### src/hw/rtl/tcdc_pkg.sv
// shared types and constants of the triangle corner direction classifier
package tcdc_pkg;

    // width in which coordinates are interpreted
    localparam int COORD_WIDTH = 32;

    // width of each coordinate field on the item ports
    localparam int FIELD_W = COORD_WIDTH;

    // clock edges from the accepting edge to the edge that takes the result
    localparam int LATENCY = 6;

    typedef enum logic [1:0] {
        DIR_IN   = 2'd0,
        DIR_EDGE = 2'd1,
        DIR_OUT  = 2'd2
    } t_dir;

    typedef struct packed {
        logic signed [FIELD_W-1:0] corner0_x;
        logic signed [FIELD_W-1:0] corner0_y;
        logic signed [FIELD_W-1:0] corner1_x;
        logic signed [FIELD_W-1:0] corner1_y;
        logic signed [FIELD_W-1:0] corner2_x;
        logic signed [FIELD_W-1:0] corner2_y;
        logic signed [FIELD_W-1:0] vel0_x;
        logic signed [FIELD_W-1:0] vel0_y;
        logic signed [FIELD_W-1:0] vel1_x;
        logic signed [FIELD_W-1:0] vel1_y;
        logic signed [FIELD_W-1:0] vel2_x;
        logic signed [FIELD_W-1:0] vel2_y;
    } t_in_item;

    typedef struct packed {
        t_dir dir_first;
        t_dir dir_second;
        t_dir dir_third;
        logic degenerate;
    } t_out_item;

    // per corner control: sense of the two tests and the degenerate case
    typedef struct packed {
        logic inv_x;
        logic inv_y;
        logic degen;
    } t_corner_ctl;

endpackage

### src/hw/rtl/tcdc_corner.sv
// direction decision for one corner from its two tight constraints
module tcdc_corner #(
    parameter int SW = 2 * (tcdc_pkg::COORD_WIDTH + 2) + 2
) (
    input  logic signed [SW-1:0]  i_x,
    input  logic signed [SW-1:0]  i_y,
    input  tcdc_pkg::t_corner_ctl i_ctl,
    output tcdc_pkg::t_dir        o_dir
);

    logic x_zero;
    logic y_zero;
    logic x_ok;
    logic y_ok;

    always_comb begin
        x_zero = (i_x == '0);
        y_zero = (i_y == '0);
        // a test passes when the quantity, with its sense applied, is not negative
        x_ok = i_ctl.inv_x ? (i_x[SW-1] | x_zero) : ~i_x[SW-1];
        y_ok = i_ctl.inv_y ? (i_y[SW-1] | y_zero) : ~i_y[SW-1];
        if (i_ctl.degen || !(x_ok && y_ok)) begin
            o_dir = tcdc_pkg::DIR_OUT;
        end else if (x_zero || y_zero) begin
            o_dir = tcdc_pkg::DIR_EDGE;
        end else begin
            o_dir = tcdc_pkg::DIR_IN;
        end
    end

endmodule

### config.mk
export PLATFORM = sky130hd
export DESIGN_NAME = tcdc_corner
export DESIGN_NICKNAME = d
export VERILOG_FILES = /design/src/hw/rtl/tcdc_pkg.sv /design/src/hw/rtl/tcdc_corner.sv
export SDC_FILE = /design/constraint.sdc
export NUM_CORES = 1
export LEC_CHECK = 0
export ABC_AREA = 1
export BUFFER_PORTS_ARGS = -buffer_cell sky130_fd_sc_hd__buf_2
export CORE_ASPECT_RATIO = 1.75
export CORE_MARGIN = 5
export CORE_UTILIZATION = 24
export DETAILED_ROUTE_END_ITERATION = 16
export PLACE_DENSITY = 0.95
export SLEW_MARGIN = 30
export SYNTH_ARGS = -nofsm -noshare
export SYNTH_HDL_FRONTEND = slang
export SYNTH_SLANG_ARGS = --single-unit
### constraint.sdc
create_clock -name vclk -period 1.2
set_input_delay 0 -clock vclk [all_inputs]
set_output_delay 0 -clock vclk [all_outputs]
set_load 0.01 [all_outputs]
==> summary.md, run 1 <==
| Metric | Value |
|---|---|
| Period utilization | `0.8771` |
| Worst Hold Class | `primary input to primary output` |
| Min Tclk post-route | `roughly 1100 ps` |
| Die height | `approximately 73 µm` |
| First-pass GRT wire length | `between 4000 and 5000 µm` |
| Outcome | `completed` |
| Syn. warnings | `0` |
| Antenna violations before repair | `0` |
| DR vias | `approximately 1,300` |
| # hold bufs at CTS | `0` |
| Post-synthesis sequential area ratio | `0` |
| Final setup vio count | `0` |
| Wire per inst | `between 10 and 15 µm` |
| Remaining DRCs | `0` |
| Max-cap viol count | `0` |
| Final #Nets | `roughly 430` |
| Ports | `~150` |
| Cell Pwr Density | `~240 nW/µm²` |
| Worst EP arrival | `approximately 1100 ps` |
| Via-to-Cell Ratio | `4.341` |
| Clkbuf count | `0` |
| Syn nets | `278` |
| Fill cells | `235` |
| Inserted Diodes | `0` |
| Setup Buffers After CTS | `0` |
| Synth Cell Area | `around 550 µm²` |
| RSZ-0062 raised after global routing | `false` |
| CP max FO | `2` |
| Hold depth | `4` |
| Initial core utilization | `0.2447` |
| Global-route layer with the greatest usage | `met2` |
| Slew headroom | `0.7821` |
| Critical path class | `primary input to primary output` |
| Resized cells post-CTS | `0` |
| Destination of the worst hold path | `o_dir[1]` |
| Leakage | `roughly 0.77 nW` |
| Worst-margin pin slew | `between 300 and 400 ps` |
| WL final | `3155 µm` |
| Nature of the critical path startpoint | `primary input` |
| DR iter-0 viols | `9` |
| M2 GR Usage | `0.3650` |
| CP startpoint | `i_x[1]` |
| IO Port Bufs | `roughly 150` |
| Max-slew violation count | `0` |
| First-pass DRT Iterations | `4` |
| M3 GR Usage | `0.04657` |
| Final Wtd Congestion | `0.7263` |
| GR Util met1 | `0.1750` |
| Count of distinct cell types in the synthesized netlist | `10` |
| CP endpoint kind | `primary output` |
| Routed Antenna Nets | `0` |
| Num sequential | `0` |
| Site row count | `23` |
| Largest net degree at the start of global routing | `4` |
| Max VDD drop | `about 140 µV` |
| Fin. Hold Viols | `0` |
| Register area | `0 µm²` |
| Layout area overhead | `137.8%` |
| GRT overflow | `0` |
| Die W | `between 40 and 50 µm` |
| GRT Total Usage | `0.1781` |
| Core Footprint | `around 2200 µm²` |
| Fmax | `approximately 950 MHz` |
| Mean Syn Cell Area | `~4.1 µm²` |
| Mapped Cells | `approximately 140` |
| Vias in the first global route | `about 1,300` |
| Pwr Total | `307.9 µW` |
| Share of layout cells above drive strength 1 | `0.5286` |
| Placed wire-length estimate | `between 3000 and 4000 µm` |
| Hold Path Origin | `i_ctl[0]` |
| Worst EP required | `roughly 1200 ps` |
| Post-Route Setup TNS | `0 ps` |
| Die area | `roughly 3400 µm²` |
-- Yosys cell counts --
library cell / count / share of area
nand4_2: 1 / 0.023
nand3_2: 1 / 0.018
nand3_1: 2 / 0.018
nor2_2: 1 / 0.011
or2_1: 2 / 0.023
nand4_1: 5 / 0.057
nor2_1: 88 / 0.60
a221oi_1: 1 / 0.016
nand2_1: 31 / 0.21
inv_1: 3 / 0.020
-- worst max path at each step --
stage / endpoint / slack (ps) / cells past startpoint
2_1_floorplan: o_dir[0] / 360 / 8
3_3_place_gp: o_dir[0] / 140 / 10
3_5_place_dp: o_dir[0] / 120 / 10
4_1_cts: o_dir[0] / 120 / 10
5_1_grt: o_dir[0] / 3 / 11
6_report: o_dir[0] / 150 / 10
-- metrics by stage --
stage | instances | utilization | setup WS (ps) | hold WS (ps) | area (µm²)
6_report | 305 | 0.5819 | 147.4 | 341.4 | 1306
5_1_grt | 305 | 0.5819 | 3.277 | 371.5 | 1306
4_1_cts | 305 | 0.5819 | 120.6 | 343.9 | 1306
3_5_place_dp | 305 | 0.5819 | 123.8 | 343.9 | 1306
3_3_place_gp | 305 | 0.5819 | 140.7 | 337.7 | 1306
2_1_floorplan | 135 | - | 357.1 | 132.0 | 549.3
-- layout by cell type (no fill, tap or decap), drive strengths merged --
cell    Yosys  layout
nand3       3       3
inv         3       3
nand4       6       6
buf         0     145
or2         2       2
nand2      31      31
nor2       89      89
a221oi      1       1
-- worst max-delay path, stage by stage --
cell and delay, ps:
buf_2 90, or2_1 220, nor2_1 110, nand2_1 60, nor2_1 90, nand3_1 110
nand2_1 90, nand3_2 70, nor2_2 80, buf_2 130
-- power breakdown --
| group | total [mW] | switching, mW | internal, mW |
|---|---|---|---|
| Sequential | 0 | 0 | 0 |
| Clock | 0 | 0 | 0 |
| Combinational | 0.308 | 0.108 | 0.200 |
| Total | 0.308 | 0.108 | 0.200 |
-- metal layers --
layer / up-vias / wire, µm
met3: 0 / 644
met4: 0 / 0
met5: - / 0
li1: 711 / -
met1: 509 / 883
met2: 104 / 1627
-- cell type report --
cell class                 count  area, µm²  area share
timing repair buffer         145      725.7      0.5556
multi-input combinational    132      538.0      0.4119
tap                           25      31.28     0.02395
inverter                       3      11.26    0.008621
-- cell families (layout without fill, tap and decap cells) --
group,Yosys count,count (layout),synth area share
AOI/OAI and AO/OA,1,1,0.01595
and+or+nand+nor,131,131,0.9636
buffers and inverters,3,148,0.02050
(Power assumes the default switching activity.)
==> run 2: changes to the inputs <==
ABC_AREA = unset   (was 1)
CORE_ASPECT_RATIO = unset   (was 1.75)
CORE_UTILIZATION = 19   (was 24)
==> run 2 against run 1 <==
  * The flow now finishes with violations (setup timing)
  * Largest power group unchanged
  * First-iteration DRC count grew to 4.2 times the previous value
  * Critical path depth is 3 lower
  * Global-route usage is 0.10 points higher
  * Sequential cell count stayed put
  * Maximum frequency is 25% lower
  * Via count is 9.2% lower
  * Highest routed layer is now met4
  * Sequential share of layout area stayed put
==> summary.md, run 2 <==
| Metric | Value |
|---|---|
| Inserted Diodes | `0 (unchanged)` |
| First-pass DRT Iterations | `4 (unchanged)` |
| Critical path class | `primary input to primary output` |
| Wire per inst | `15.12 µm (+46%)` |
| RSZ-0062 raised after global routing | `true` |
| Site row count | `17 (-26%)` |
| Crit path capture | `o_dir[1]` |
| Fmax | `715.1 MHz (-25%)` |
| GRT overflow | `0 (unchanged)` |
| Combinational family with the most area after synthesis | `simple AND/OR/NAND/NOR gates` |
| IO Port Bufs | `145 (unchanged)` |
| Post-synth top cells | `nor4_1, nand4_1, nor4_2` |
| Mean Syn Cell Area | `7.270 µm² (+79%)` |
| Routed Antenna Nets | `0 (unchanged)` |
| Clkbuf count | `0 (unchanged)` |
| Cell Pwr Density | `248.9 nW/µm² (+5.6%)` |
| Most common cell in the netlist | `nor4_1` |
| Mapped Cells | `58 (-57%)` |
| Post-Synth Simple-Gate Area | `0.8605 (-0.1030)` |
| WL final | `3524 µm (+12%)` |
| Final setup vio count | `2 (+2)` |
| Core Footprint | `2170 µm² (-3.3%)` |
| Via-to-Cell Ratio | `5.159 (+19%)` |
| Final Wtd Congestion | `0.7330 (+0.92%)` |
| Share of layout cells above drive strength 1 | `0.8293 (+0.3007)` |
| Antenna violations before repair | `0 (unchanged)` |
| Outcome | `finished, violations left` |
| Post-Route Setup TNS | `-365.1 ps (-365.1 ps)` |
| Num sequential | `0 (unchanged)` |
| Top cells by area, synth | `nor4_1, nor4_2, nor3_4` |
| Ports | `145 (unchanged)` |
| Worst Hold Class | `primary input to primary output` |
| Period utilization | `1.165 (+0.2882)` |
| Complex-gate fraction of the synthesized area | `0.1217 (+0.1057)` |
| Final #Nets | `350 (-18%)` |
| Inst Count DP | `235 (-23%)` |
| Nature of the critical path startpoint | `primary input` |
| CP endpoint kind | `primary output` |
| Slew headroom | `0.7780 (-0.004160)` |
| Pre-CTS WS | `-292.5 ps (-416.2 ps)` |
| Non-Filler Instances | `233 (-24%)` |
| Post-synth top area share | `0.4599 (-0.1414)` |
| Initial core utilization | `0.1943 (-0.05036)` |
| Die W | `57.11 µm (+24%)` |
| Count of distinct cell types in the synthesized netlist | `17 (+7)` |
| Worst-margin pin slew | `330.0 ps (+3.197 ps)` |
| Vias in the first global route | `1,304 (-0.99%)` |
| DR vias | `1,202 (-9.2%)` |
| Post-synthesis xor/xnor area fraction | `0 (unchanged)` |
| Synth Cell Area | `421.7 µm² (-23%)` |
| Placed wire-length estimate | `3050 µm (-0.97%)` |
| Most common cell after layout, fill and taps aside | `buf_2` |
| Max-slew violation count | `0 (unchanged)` |
| Pwr Total | `335.0 µW (+8.8%)` |
| Worst EP required | `1200 ps (about the same)` |
| Finished Cell Area | `1346 µm² (+3.1%)` |
| Commonest non-fill, non-tap cells in the layout | `buf_2, nor4_1, nor4_2` |
| Worst EP arrival | `1400 ps (+350 ps)` |
| DR iter-0 viols | `38 (+29)` |
| CP max FO | `2 (unchanged)` |
| Fill cells | `208 (-11%)` |
| Layout area overhead | `219.3%` |
| GRT Total Usage | `0.1791 (+0.001017)` |
| Post-synthesis mux area share | `0 (unchanged)` |
| Max-cap viol count | `0 (unchanged)` |
| Post-synthesis adder-cell area fraction | `0 (unchanged)` |
| Fin. Hold Viols | `0 (unchanged)` |
| Die height | `57.11 µm (-22%)` |
| Post-synthesis sequential area ratio | `0 (unchanged)` |
| Synth area leader | `nor4_1` |
| Failing checks | `setup timing` |
| Leakage | `0.6975 nW (-9.8%)` |
| Largest net degree at the start of global routing | `4 (unchanged)` |
| Remaining DRCs | `0 (unchanged)` |
| Post-DP Area | `1212 µm² (-7.2%)` |
| CP startpoint | `i_x[11]` |
| Final WS setup | `-198.4 ps (-345.9 ps)` |
| Register area | `0 µm² (unchanged)` |
| Syn. warnings | `0 (unchanged)` |
| Setup Buffers After CTS | `0 (unchanged)` |
| First-pass GRT wire length | `4981 µm (+4.5%)` |
| Min Tclk post-route | `1398 ps (+345.9 ps)` |
| Die area | `3262 µm² (-3.6%)` |
| Max VDD drop | `174.5 µV (+26%)` |
| Syn nets | `201 (-28%)` |
==> run 2: per-stage QoR <==
step	utilization	hold WS [ps]
6_report	0.6205	336.1
5_1_grt	0.6205	353.4
4_1_cts	0.5975	338.1
3_5_place_dp	0.5588	338.1
3_3_place_gp	0.5588	343.0
2_1_floorplan	-	166.2
==> run 2: worst min-delay path by stage <==
stage | start | slack (ps) | endpoint | depth (start not counted)
after floorplan | i_ctl[2] | 170 | o_dir[1] | 1
after global placement | i_ctl[2] | 340 | o_dir[1] | 3
after detailed placement | i_ctl[2] | 340 | o_dir[1] | 3
after CTS | i_ctl[2] | 340 | o_dir[1] | 3
after global routing | i_ctl[2] | 350 | o_dir[1] | 3
final | i_ctl[2] | 340 | o_dir[1] | 3
==> run 2: report_power, final <==
group          leakage [nW]  switching, mW  total [mW]  internal, mW
clock network             0              0           0             0
registers                 0              0           0             0
logic                 0.698          0.125       0.335         0.210
==> run 2: cell type report <==
| cell class | instances | area [µm²] | area share |
|---|---|---|---|
| inverter | 2 | 7.507 | 0.005576 |
| multi-input combinational | 56 | 528.0 | 0.3922 |
| timing repair buffer | 147 | 775.7 | 0.5762 |
| tap | 28 | 35.03 | 0.02602 |
==> run 2: logic make-up after synthesis <==
family	count (synthesis)
compound gates	6
buf+inv	2
simple gates	50
==> run 2: worst max-delay path, cell delays in order <==
cell	delay, ps
buf_2	100
nor4_2	320
nand4_1	160
nor4_2	350
nand3_1	140
a31o_1	190
buf_2	130
==> run 2: layer usage <==
metal / share of wire / wire (µm) / global-route usage / vias up
met5: 0 / 0 / 0 / -
met4: 0.0026 / 9 / 0.01325 / 0
met3: 0.14 / 479 / 0.05430 / 2
met2: 0.54 / 1917 / 0.3719 / 90
met1: 0.32 / 1117 / 0.1769 / 544
li1: - / - / - / 566
==> run 2: timing repair <==
item                       CTS  global route
resized for setup           16             8
setup endpoints to repair    2             2
hold buffers                 0             0
pin swaps                   10             3
